File: src/rtl/core/ltsc_pkg.sv
// ----------------------------------------------------------------------------
// Light therapy session controller package
// Event codes, register indexes, reset values, payload types and helpers.
// ----------------------------------------------------------------------------
package ltsc_pkg;

  // Event codes
  localparam logic [2:0] OP_SHORT_KEY = 3'd0;
  localparam logic [2:0] OP_LONG_KEY  = 3'd1;
  localparam logic [2:0] OP_TICK      = 3'd2;
  localparam logic [2:0] OP_LINK      = 3'd3;
  localparam logic [2:0] OP_TEMP      = 3'd4;

  // Beep codes
  localparam logic [1:0] BEEP_NONE     = 2'd0;
  localparam logic [1:0] BEEP_PROGRESS = 2'd1;
  localparam logic [1:0] BEEP_PHASE    = 2'd2;
  localparam logic [1:0] BEEP_END      = 2'd3;

  // Mode codes
  localparam logic [1:0] MODE_OFF      = 2'd0;
  localparam logic [1:0] MODE_RED      = 2'd1;
  localparam logic [1:0] MODE_BLUE     = 2'd2;
  localparam logic [1:0] MODE_RED_BLUE = 2'd3;

  // Configuration register indexes
  localparam logic [2:0] CFG_THERMAL_LIMIT   = 3'd0;
  localparam logic [2:0] CFG_BLUE_SECONDS    = 3'd1;
  localparam logic [2:0] CFG_RED_SECONDS     = 3'd2;
  localparam logic [2:0] CFG_IDLE_LIMIT      = 3'd3;
  localparam logic [2:0] CFG_WEAR_ON_FRAMES  = 3'd4;
  localparam logic [2:0] CFG_WEAR_OFF_FRAMES = 3'd5;
  localparam logic [2:0] CFG_LINK_FRAMES     = 3'd6;
  localparam logic [2:0] CFG_REQUIRE_LINK    = 3'd7;

  // Configuration reset values
  localparam logic [11:0] RST_THERMAL_LIMIT   = 12'd1500;
  localparam logic [11:0] RST_BLUE_SECONDS    = 12'd600;
  localparam logic [11:0] RST_RED_SECONDS     = 12'd1200;
  localparam logic [11:0] RST_IDLE_LIMIT      = 12'd600;
  localparam logic [3:0]  RST_WEAR_ON_FRAMES  = 4'd10;
  localparam logic [3:0]  RST_WEAR_OFF_FRAMES = 4'd2;
  localparam logic [3:0]  RST_LINK_FRAMES     = 4'd3;
  localparam logic        RST_REQUIRE_LINK    = 1'b1;

  localparam logic [11:0] SECS_MAX   = 12'hFFF;
  localparam int          BEEP_STEP  = 300;
  localparam int          BEEP_MULTS = 4095 / BEEP_STEP;

  typedef struct packed {
    logic [2:0]  opcode;
    logic        link_seen;
    logic [11:0] temp_a;
    logic [11:0] temp_b;
    logic        battery_not_empty;
  } in_item_t;

  typedef struct packed {
    logic        powered;
    logic [1:0]  mode;
    logic        treating;
    logic        paused;
    logic        phase_red;
    logic [11:0] seconds_left;
    logic        worn;
    logic        thermal_error;
    logic        red_drive;
    logic        blue_drive;
    logic [1:0]  beep;
  } out_item_t;

  // True when secs is a nonzero multiple of the progress step.
  function automatic logic is_beep_step(input logic [11:0] secs);
    logic hit;
    hit = 1'b0;
    for (int k = 1; k <= BEEP_MULTS; k++) begin
      if (secs == 12'(BEEP_STEP * k)) hit = 1'b1;
    end
    return hit;
  endfunction

endpackage

File: src/rtl/core/light_therapy_session_controller.sv
// ----------------------------------------------------------------------------
// Light therapy session controller
// Event-driven power, mode, wear, thermal and phase timer control.
// ----------------------------------------------------------------------------
// Usage:
//   in_*  : one event per transfer (key, tick, link sample, temperature).
//   out_* : one status item per event, in event order.
//   cfg_* : register writes, taken at any edge with cfg_we high; write only
//           while no event is in flight.
// Order: an accepted event is captured in the input register; its status is
//   then registered in the output register, which raises out_valid, and the
//   status waits there until out_ready takes it.
// Throughput: one event per cycle while the output is not stalled. The
//   session state update is a single combinational pass from the input
//   register into the state and output registers.
// Stall: while out_valid is high and out_ready low, the output holds; one
//   more event waits in the input register, then in_ready drops.
// Reset: synchronous, active low. The unit powers up off, all session state
//   cleared and the registers at their default values.
// ----------------------------------------------------------------------------
module light_therapy_session_controller (
  input  logic                clk,
  input  logic                rst_n,
  input  logic                in_valid,
  output logic                in_ready,
  input  ltsc_pkg::in_item_t  in_data,
  output logic                out_valid,
  input  logic                out_ready,
  output ltsc_pkg::out_item_t out_data,
  input  logic                cfg_we,
  input  logic [2:0]          cfg_index,
  input  logic [11:0]         cfg_wdata
);

  // Configuration registers
  logic [11:0] thermal_limit_r, blue_seconds_r, red_seconds_r, idle_limit_r;
  logic [3:0]  wear_on_frames_r, wear_off_frames_r, link_frames_r;
  logic        require_link_r;

  // Pipeline
  ltsc_pkg::in_item_t  in_q_r;
  logic                in_q_valid_r;
  ltsc_pkg::out_item_t out_r, out_nxt;
  logic                out_valid_r;
  logic                advance;

  // Session state
  logic        power_r, power_nxt;
  logic [1:0]  mode_r, mode_nxt;
  logic        treat_r, treat_nxt;
  logic        pause_r, pause_nxt;
  logic        phase_r, phase_nxt;
  logic [11:0] secs_r, secs_nxt;
  logic [3:0]  on_cnt_r, on_cnt_nxt;
  logic [3:0]  off_cnt_r, off_cnt_nxt;
  logic [3:0]  link_cnt_r, link_cnt_nxt;
  logic        link_ok_r, link_ok_nxt;
  logic        wear_r, wear_nxt;
  logic        heat_r, heat_nxt;
  logic [11:0] idle_r, idle_nxt;
  logic        bat_r, bat_nxt;
  logic [1:0]  beep_nxt;
  logic        drive;

  assign advance   = in_q_valid_r && (!out_valid_r || out_ready);
  assign in_ready  = !in_q_valid_r || !out_valid_r || out_ready;
  assign out_valid = out_valid_r;
  assign out_data  = out_r;

  always_ff @(posedge clk) begin
    if (!rst_n) begin
      thermal_limit_r   <= ltsc_pkg::RST_THERMAL_LIMIT;
      blue_seconds_r    <= ltsc_pkg::RST_BLUE_SECONDS;
      red_seconds_r     <= ltsc_pkg::RST_RED_SECONDS;
      idle_limit_r      <= ltsc_pkg::RST_IDLE_LIMIT;
      wear_on_frames_r  <= ltsc_pkg::RST_WEAR_ON_FRAMES;
      wear_off_frames_r <= ltsc_pkg::RST_WEAR_OFF_FRAMES;
      link_frames_r     <= ltsc_pkg::RST_LINK_FRAMES;
      require_link_r    <= ltsc_pkg::RST_REQUIRE_LINK;
    end else if (cfg_we) begin
      case (cfg_index)
        ltsc_pkg::CFG_THERMAL_LIMIT:   thermal_limit_r   <= cfg_wdata;
        ltsc_pkg::CFG_BLUE_SECONDS:    blue_seconds_r    <= cfg_wdata;
        ltsc_pkg::CFG_RED_SECONDS:     red_seconds_r     <= cfg_wdata;
        ltsc_pkg::CFG_IDLE_LIMIT:      idle_limit_r      <= cfg_wdata;
        ltsc_pkg::CFG_WEAR_ON_FRAMES:  wear_on_frames_r  <= cfg_wdata[3:0];
        ltsc_pkg::CFG_WEAR_OFF_FRAMES: wear_off_frames_r <= cfg_wdata[3:0];
        ltsc_pkg::CFG_LINK_FRAMES:     link_frames_r     <= cfg_wdata[3:0];
        ltsc_pkg::CFG_REQUIRE_LINK:    require_link_r    <= cfg_wdata[0];
        default: ;
      endcase
    end
  end

  // Input register
  always_ff @(posedge clk) begin
    if (!rst_n) begin
      in_q_valid_r <= 1'b0;
    end else if (in_ready) begin
      in_q_valid_r <= in_valid;
    end
  end

  always_ff @(posedge clk) begin
    if (in_ready && in_valid) begin
      in_q_r <= in_data;
    end
  end

  // Event evaluation, in the fixed order: wear, thermal, pause, power-off,
  // key or overheat stop, tick.
  always_comb begin
    power_nxt    = power_r;
    mode_nxt     = mode_r;
    treat_nxt    = treat_r;
    pause_nxt    = pause_r;
    phase_nxt    = phase_r;
    secs_nxt     = secs_r;
    on_cnt_nxt   = on_cnt_r;
    off_cnt_nxt  = off_cnt_r;
    link_cnt_nxt = link_cnt_r;
    link_ok_nxt  = link_ok_r;
    wear_nxt     = wear_r;
    heat_nxt     = heat_r;
    idle_nxt     = idle_r;
    bat_nxt      = bat_r;
    beep_nxt     = ltsc_pkg::BEEP_NONE;

    if (!power_r) begin
      if (in_q_r.opcode == ltsc_pkg::OP_LONG_KEY && !heat_r) power_nxt = 1'b1;
    end else begin
      if (in_q_r.opcode == ltsc_pkg::OP_LINK) begin
        if (in_q_r.link_seen) begin
          if (link_cnt_nxt < link_frames_r) link_cnt_nxt = link_cnt_nxt + 4'd1;
          if (link_cnt_nxt >= link_frames_r) link_ok_nxt = 1'b1;
          on_cnt_nxt = 4'd0;
          if (off_cnt_nxt < wear_off_frames_r) off_cnt_nxt = off_cnt_nxt + 4'd1;
          if (off_cnt_nxt >= wear_off_frames_r) wear_nxt = 1'b0;
        end else begin
          off_cnt_nxt  = 4'd0;
          link_cnt_nxt = 4'd0;
          if (on_cnt_nxt < wear_on_frames_r) on_cnt_nxt = on_cnt_nxt + 4'd1;
          // wear-on stays blocked until the link is confirmed, if required
          if (!(require_link_r && !link_ok_nxt) && on_cnt_nxt >= wear_on_frames_r) begin
            wear_nxt = 1'b1;
          end
        end
      end

      if (in_q_r.opcode == ltsc_pkg::OP_TEMP) begin
        if (!heat_nxt && (in_q_r.temp_a < thermal_limit_r ||
                          in_q_r.temp_b < thermal_limit_r)) begin
          heat_nxt = 1'b1;
        end else if (heat_nxt && in_q_r.temp_a > thermal_limit_r &&
                     in_q_r.temp_b > thermal_limit_r) begin
          heat_nxt = 1'b0;
        end
      end

      if (treat_nxt && !pause_nxt && !wear_nxt) begin
        pause_nxt = 1'b1;
      end else if (treat_nxt && pause_nxt && wear_nxt) begin
        pause_nxt = 1'b0;
      end

      if (in_q_r.opcode == ltsc_pkg::OP_LONG_KEY || idle_r >= idle_limit_r) begin
        // power down: clear all but the link count and battery bit
        power_nxt   = 1'b0;
        mode_nxt    = ltsc_pkg::MODE_OFF;
        treat_nxt   = 1'b0;
        pause_nxt   = 1'b0;
        phase_nxt   = 1'b0;
        secs_nxt    = 12'd0;
        on_cnt_nxt  = 4'd0;
        off_cnt_nxt = 4'd0;
        link_ok_nxt = 1'b0;
        wear_nxt    = 1'b0;
        heat_nxt    = 1'b0;
        idle_nxt    = 12'd0;
      end else begin
        if (in_q_r.opcode == ltsc_pkg::OP_SHORT_KEY) begin
          mode_nxt = mode_nxt + 2'd1;
          if (mode_nxt == ltsc_pkg::MODE_OFF) begin
            treat_nxt = 1'b0;
            secs_nxt  = 12'd0;
          end else begin
            treat_nxt = 1'b1;
            pause_nxt = 1'b0;
            if (mode_nxt == ltsc_pkg::MODE_RED) begin
              phase_nxt = 1'b1;
              secs_nxt  = red_seconds_r;
            end else begin
              phase_nxt = 1'b0;
              secs_nxt  = blue_seconds_r;
            end
          end
        end else if (heat_nxt) begin
          treat_nxt = 1'b0;
          secs_nxt  = 12'd0;
          mode_nxt  = ltsc_pkg::MODE_OFF;
        end

        if (in_q_r.opcode == ltsc_pkg::OP_TICK) begin
          bat_nxt = in_q_r.battery_not_empty;
          if (treat_nxt && !pause_nxt && mode_nxt != ltsc_pkg::MODE_OFF &&
              !heat_nxt && bat_nxt) begin
            idle_nxt = 12'd0;
            if (secs_nxt != 12'd0) secs_nxt = secs_nxt - 12'd1;
            if (secs_nxt != 12'd0) begin
              beep_nxt = ltsc_pkg::is_beep_step(secs_nxt) ?
                         ltsc_pkg::BEEP_PROGRESS : ltsc_pkg::BEEP_NONE;
            end else if (mode_nxt == ltsc_pkg::MODE_RED_BLUE && !phase_nxt) begin
              // blue phase done: move on to red
              phase_nxt = 1'b1;
              secs_nxt  = red_seconds_r;
              beep_nxt  = ltsc_pkg::BEEP_PHASE;
            end else begin
              treat_nxt = 1'b0;
              secs_nxt  = 12'd0;
              mode_nxt  = ltsc_pkg::MODE_OFF;
              beep_nxt  = ltsc_pkg::BEEP_END;
            end
          end else if (idle_nxt != ltsc_pkg::SECS_MAX) begin
            idle_nxt = idle_nxt + 12'd1;
          end
        end
      end
    end

    drive = power_nxt && treat_nxt && !pause_nxt && mode_nxt != ltsc_pkg::MODE_OFF &&
            !heat_nxt && bat_nxt;

    out_nxt.powered       = power_nxt;
    out_nxt.mode          = mode_nxt;
    out_nxt.treating      = treat_nxt;
    out_nxt.paused        = pause_nxt;
    out_nxt.phase_red     = phase_nxt;
    out_nxt.seconds_left  = secs_nxt;
    out_nxt.worn          = wear_nxt;
    out_nxt.thermal_error = heat_nxt;
    out_nxt.red_drive     = drive && phase_nxt;
    out_nxt.blue_drive    = drive && !phase_nxt;
    out_nxt.beep          = beep_nxt;
  end

  // State and result registers
  always_ff @(posedge clk) begin
    if (!rst_n) begin
      power_r    <= 1'b0;
      mode_r     <= ltsc_pkg::MODE_OFF;
      treat_r    <= 1'b0;
      pause_r    <= 1'b0;
      phase_r    <= 1'b0;
      secs_r     <= 12'd0;
      on_cnt_r   <= 4'd0;
      off_cnt_r  <= 4'd0;
      link_cnt_r <= 4'd0;
      link_ok_r  <= 1'b0;
      wear_r     <= 1'b0;
      heat_r     <= 1'b0;
      idle_r     <= 12'd0;
      bat_r      <= 1'b0;
    end else if (advance) begin
      power_r    <= power_nxt;
      mode_r     <= mode_nxt;
      treat_r    <= treat_nxt;
      pause_r    <= pause_nxt;
      phase_r    <= phase_nxt;
      secs_r     <= secs_nxt;
      on_cnt_r   <= on_cnt_nxt;
      off_cnt_r  <= off_cnt_nxt;
      link_cnt_r <= link_cnt_nxt;
      link_ok_r  <= link_ok_nxt;
      wear_r     <= wear_nxt;
      heat_r     <= heat_nxt;
      idle_r     <= idle_nxt;
      bat_r      <= bat_nxt;
    end
  end

  always_ff @(posedge clk) begin
    if (!rst_n) begin
      out_valid_r <= 1'b0;
    end else if (advance) begin
      out_valid_r <= 1'b1;
    end else if (out_ready) begin
      out_valid_r <= 1'b0;
    end
  end

  always_ff @(posedge clk) begin
    if (advance) begin
      out_r <= out_nxt;
    end
  end

endmodule

File: config.mk
export PLATFORM = sky130hd
export DESIGN_NAME = light_therapy_session_controller
export DESIGN_NICKNAME = d
export VERILOG_FILES = /design/src/rtl/core/ltsc_pkg.sv /design/src/rtl/core/light_therapy_session_controller.sv
export SDC_FILE = /design/constraint.sdc
export NUM_CORES = 1
export LEC_CHECK = 0
export BUFFER_PORTS_ARGS = -buffer_cell sky130_fd_sc_hd__buf_2
export CORE_ASPECT_RATIO = 0.5
export CORE_UTILIZATION = 45
export CTS_CLUSTER_DIAMETER = 60
export DETAILED_ROUTE_END_ITERATION = 16
export SLEW_MARGIN = 10
export SYNTH_ARGS = -nofsm -noshare
export SYNTH_HDL_FRONTEND = slang
export SYNTH_SLANG_ARGS = --single-unit
File: constraint.sdc
create_clock -name clk -period 5.2 [get_ports clk]
set_clock_uncertainty 0.1 [all_clocks]
set_input_delay 1.3 -clock clk [delete_from_list [all_inputs] [get_ports clk]]
set_output_delay 1.3 -clock clk [all_outputs]
set_load 0.005 [all_outputs]
== Yosys cells after proc, flatten, opt, wreduce, memory -nomap -nowiden ==
Index checks and enable logic that the tools add are counted.
W data, S select, Z words.

* Register bits after elaboration: 162
* Latch bits: 0
* Memory bits (writable): 0
* ROM bits: 0
* Input bits: 49
* Logic and storage cells: 281
* Memories: 0

* $add $sub $neg: 6
* $mul: 0
* Div/mod/pow operators: 0
* Order comparisons: 11
* Equality and inequality tests: 27
* Shifts and indexed selects: 0
* Multiplexer cells: 126
* Bitwise operators: 3
* Reductions and logical operators: 68

{| class="wikitable"
|+ Operator list
! cell !! number
|-
| $mux W12 || 21
|-
| $eq A12 B12 Y1 const B || 7
|-
| $mux W4 || 19
|-
| $mux W1 || 75
|-
| $eq A12 B11 Y1 const B || 3
|-
| $eq A12 B10 Y1 const B || 2
|-
| $gt A12 B12 Y1 || 2
|-
| $logic_and A1 B1 Y1 || 24
|-
| $lt A12 B12 Y1 || 2
|-
| $reduce_bool A12 Y1 || 2
|-
| $mux W2 || 11
|-
| $reduce_and A2 Y1 || 8
|-
| $eq A3 B3 Y1 const B || 5
|-
| $reduce_bool A2 Y1 || 7
|-
| $logic_not A1 Y1 || 13
|-
| $add A12 B1 Y12 const B || 1
|-
| $add A4 B1 Y4 const B || 3
|-
| $eq A12 B9 Y1 const B || 1
|-
| $eq A3 B2 Y1 const B || 4
|-
| $ge A12 B12 Y1 || 1
|-
| $ge A4 B4 Y1 || 3
|-
| $lt A4 B4 Y1 || 3
|-
| $ne A12 B12 Y1 const B || 1
|-
| $sub A12 B1 Y12 const B || 1
|-
| 13 further kinds || 22
|}

== Logic depth before layout (Yosys ltp) ==
* Word-level depth: 48
* Gate-level depth with buffers: 20

== Worst setup path before layout ==
Ideal clock, no wire load.

* Path type: flip-flop to flip-flop
* From: register wear_on_frames_r[1]
* To: register idle_r[0]
* Setup time: 0.137 ns
* Arrival: 3.941 ns
* Data required time: 4.963 ns
* Setup slack: 1.023 ns
* Cell stages (with the launch flop): 19
* Path buffers: 1
* Period minus slack after synthesis: 4.177 ns
* Cells stage by stage: dfxtp_1 inv_1 ha_1 a21o_1 a21o_1 a21oi_1 mux2_2 ha_1 a21o_1 a21o_1 a21oi_1 o41ai_1 a31o_2 o21ai_0 a41o_1 a21o_1 buf_1 o21ai_1 nor2_1

* Word-level cells in the longest chain between the ends: 26

{| class="wikitable"
|+ Ends and longest elaborated chain
! what !! RTL line !! source
|-
| start, declared || light_therapy_session_controller.sv:37 || <nowiki>logic [3:0] wear_on_frames_r, wear_off_frames_r, link_frames_r;</nowiki>
|-
| start signal, assigned || light_therapy_session_controller.sv:76 || <nowiki>wear_on_frames_r <= ltsc_pkg::RST_WEAR_ON_FRAMES;</nowiki>
|-
| start signal, assigned || light_therapy_session_controller.sv:86 || <nowiki>ltsc_pkg::CFG_WEAR_ON_FRAMES: wear_on_frames_r <= cfg_wdata[3:0];</nowiki>
|-
| $lt A4 B4 Y1 || light_therapy_session_controller.sv:142 || <nowiki>if (on_cnt_nxt < wear_on_frames_r) on_cnt_nxt = on_cnt_nxt + 4'd1;</nowiki>
|-
| $mux W4 || light_therapy_session_controller.sv:142 ||
|-
| $mux W4 || light_therapy_session_controller.sv:133 || <nowiki>if (in_q_r.link_seen) begin</nowiki>
|-
| $mux W4 || light_therapy_session_controller.sv:132 || <nowiki>if (in_q_r.opcode == ltsc_pkg::OP_LINK) begin</nowiki>
|-
| $mux W4 || light_therapy_session_controller.sv:129 || <nowiki>if (!power_r) begin</nowiki>
|-
| $ge A4 B4 Y1 * || light_therapy_session_controller.sv:144 || <nowiki>if (!(require_link_r && !link_ok_nxt) && on_cnt_nxt >= wear_on_frames_r) begin</nowiki>
|-
| $logic_and A1 B1 Y1 * || light_therapy_session_controller.sv:144 ||
|-
| $mux W1 * || light_therapy_session_controller.sv:144 ||
|-
| (+8 left out) || - ||
|-
| $mux W1 * || light_therapy_session_controller.sv:166 || <nowiki>if (in_q_r.opcode == ltsc_pkg::OP_LONG_KEY || idle_r >= idle_limit_r) begin</nowiki>
|-
| $mux W1 * || light_therapy_session_controller.sv:129 ||
|-
| $logic_not A1 Y1 * || light_therapy_session_controller.sv:205 || <nowiki>if (treat_nxt && !pause_nxt && mode_nxt != ltsc_pkg::MODE_OFF &&</nowiki>
|-
| $logic_and A1 B1 Y1 * (3 in series) || light_therapy_session_controller.sv:205 ||
|-
| $logic_and A1 B1 Y1 * || light_therapy_session_controller.sv:206 || <nowiki>!heat_nxt && bat_nxt) begin</nowiki>
|-
| $mux W12 || light_therapy_session_controller.sv:205 ||
|-
| $mux W12 || light_therapy_session_controller.sv:203 || <nowiki>if (in_q_r.opcode == ltsc_pkg::OP_TICK) begin</nowiki>
|-
| $mux W12 || light_therapy_session_controller.sv:166 ||
|-
| end signal, assigned || light_therapy_session_controller.sv:276 || <nowiki>idle_r <= idle_nxt;</nowiki>
|-
| end, declared || light_therapy_session_controller.sv:60 || <nowiki>logic [11:0] idle_r, idle_nxt;</nowiki>
|}

Mark *: on every way between the ends. The rest lies on a longest branch, timed or not. The select of a mux whose other input is x is not followed.
A chain may end at the register's enable or synchronous reset.

==> flow_summary.json <==
{
  "portBuffers": 74,
  "firstDrtPassIters": 5,
  "maxSlewHeadroom_pct": 26.9,
  "grt_use_met3_pct": 5.82,
  "setup_viol": 0,
  "track_usage_pct": 26.3,
  "seq_area_sq_um": 3770,
  "wire_per_inst_microns": 19.2,
  "grt_overflow": 0,
  "ys_seq_elements": 162,
  "async_flop_share_pct": 0,
  "path_class": "flop to flop",
  "hold_buffers": 0,
  "layout_min_cycle_time_ns": 4.89,
  "max_stage_delay_ns": 0.61,
  "multi_input_area_sq_um": 5160,
  "final_antenna_net_count": 0,
  "grt_use_met2_pct": 36.8,
  "hpwl_microns": 20300,
  "dieArea_sq_um": 21300,
  "powerDensity_nw_per_um2": 273,
  "grt_max_degree": 61,
  "cts-resized-gates": 0,
  "worstMarginPinSlew_ns": 1.09,
  "path_clk_slew_ns": 0.07,
  "synth_cell_types": 79,
  "core_sq_um": 19900,
  "cp_cell_sequence": "inv_1 > ha_1 > nand4_1 > a211oi_1 > o31a_1 > a41oi_2 > or4_1 > a211oi_2 > o211ai_2 > nor2b_1 > buf_4 > nand2_1 > a31oi_1 > a31o_1",
  "synth_top_cell_by_area": "dfxtp_1",
  "synthTopCellsByArea": "dfxtp_1 23%, edfxtp_1 17%, ha_1 8.5%",
  "synth_edf_count": 53,
  "grt_pass1_vias": 7738,
  "clk_latency_ns": 0.44,
  "cp-start-kind": "flop",
  "yosys.cell_count.top_type": "nand2_1",
  "postSynthAreaPerCell_sq_um": 8.84,
  "drive_gt1_share_pct": 13.8,
  "totalWireLength_microns": 27000,
  "via_count": 8159,
  "dp_slack_ns": 0.394,
  "total_leakage_power_nw": 4.36,
  "drc": 0,
  "maxSlewViolCount": 0,
  "arrival_ns": 5.09,
  "antenna_found_initial": 0,
  "outcome": "complete, no violations",
  "synth_commonest_cells": "168 x nand2_1, 109 x dfxtp_1, 67 x nor2_1",
  "timing.final.crit_share_pct": 94.0,
  "hold_violations": 0,
  "die_h_microns": 104,
  "grt_pass1_wl_microns": 42900,
  "cts_buffer_depth": 2,
  "vdd_drop_max_v": 0.000212,
  "end_kind": "flop",
  "clkSinkCount": 162,
  "syn_to_final_growth_pct": 14.4,
  "cts_buffers": 17,
  "final_util_pct": 53.5,
  "ys_seq_area_share_pct": 40.6,
  "dp.cells": 1373,
  "synthCells": 1052,
  "start_util_pct": 46.8,
  "crit_required_ns": 5.40,
  "p_total_mw": 2.90,
  "path_delay_family": "compound AO/OA/AOI/OAI gates",
  "busiest_layer": "met1",
  "cts_tree": "built",
  "die_w_microns": 205,
  "via_per_inst": 5.81,
  "ys.flop_type": "dfxtp_1",
  "clockRootBuffer": "clkbuf_16",
  "htreeDepth": 4,
  "row_count": 36,
  "fillers": 1867,
  "whs_ns": 0.366,
  "netlist_area_sq_um": 9300,
  "critPathBufInv": 2,
  "instances_no_fill": 1404,
  "mappedNetlistNets": 1164,
  "synth_top_area_share_pct": 23.5,
  "yosysWarnings": 0,
  "drtIter0Drc": 671,
  "fmaxAchievable_mhz": 205,
  "cap_violations": 0,
  "slowest_stage": "or4_1",
  "nets": 1238,
  "cts_setup_buffers": 0,
  "crit_fanout": 14,
  "antenna_cells": 0,
  "final.setup.worst_slack_ns": 0.310,
  "pin_count": 75,
  "place_congestion": 0.920,
  "grt_use_met1_pct": 40.0,
  "hold_path.class": "flop to flop"
}
==> worst min-delay path: stages, from the launching register on <==
cell,delay [ns]
dfxtp_1,0.31
nand2_1,0.05
a21boi_0,0.06
==> area by class of cell <==
cell class	count	area share, %
Multi-Input combinational cell	791	48.5
Inverter	55	1.94
Timing Repair Buffer	99	5.36
Clock buffer	21	4.83
Clock inverter	10	0.765
Sequential cell	162	35.5
Tap cell	266	3.13
==> through the flow <==
step | TNS [ns] | area, sq um
finish | 0 | 10600
global route | -0.00224 | 10600
CTS | 0 | 10600
detailed placement | 0 | 10000
global placement | 0 | 10000
floorplan | 0 | 9300
==> metal layers <==
| layer | up-vias | share of wire (%) |
|---|---|---|
| met5 | - | 0 |
| met1 | 3917 | 50 |
| met3 | 33 | 7.1 |
| met4 | 0 | 1.5 |
| met2 | 250 | 41 |
| li1 | 3959 | - |
==> registers in the layout, indices dropped and copies added (netlist names), 2 cells and up <==
name	cells
blue_seconds_r	12
idle_limit_r	12
idle_r	12
in_q_r	29
link_cnt_r	4
link_frames_r	4
mode_r	2
off_cnt_r	4
on_cnt_r	4
out_data	24
red_seconds_r	12
secs_r	12
thermal_limit_r	12
wear_off_frames_r	4
wear_on_frames_r	4
==> worst paths after layout <==
path | startpoint | endpoint | cells after the start | slack, ns
setup / recovery | thermal_limit_r[11] | out_data[13] | 14 | 0.31
hold / removal | thermal_limit_r[1] | thermal_limit_r[1] | 2 | 0.37
setup reg to reg | thermal_limit_r[11] | out_data[13] | 14 | 0.31
hold reg to reg | thermal_limit_r[1] | thermal_limit_r[1] | 2 | 0.37
==> power by group <==
part / total, mW / switching, mW / internal, mW / leakage [nW]
combinational: 0.271 / 0.174 / 0.0971 / 2.66
clock: 1.27 / 0.551 / 0.718 / 0.300
sequential: 1.36 / 0.0210 / 1.34 / 1.40
total: 2.90 / 0.746 / 2.16 / 4.36
==> logic make-up after synthesis <==
logic type                 after synthesis  synth area share [%]
muxes                                   33                  3.65
DFF                                    162                  40.6
AOI/OAI and AO/OA                      262                  20.1
and+or+nand+nor                        414                  21.2
buffers and inverters                   99                  4.20
adders and majority gates               63                  8.48
xor gates and xnor gates                19                  1.79
==> cells in the final DEF (no fill, tap or decap), types with 21 or more instances in the layout <==
| master | n |
|---|---|
| nand2_1 | 168 |
| nand3_1 | 49 |
| ha_1 | 63 |
| edfxtp_1 | 53 |
| nor2b_1 | 25 |
| buf_4 | 24 |
| buf_2 | 74 |
| nor3_1 | 21 |
| mux2i_1 | 26 |
| a21boi_0 | 46 |
| inv_1 | 52 |
| o21ai_0 | 23 |
| a21o_1 | 24 |
| a21oi_1 | 44 |
| nor2_1 | 67 |
| dfxtp_1 | 109 |
No activity file was read; power rests on OpenSTA's default activity.
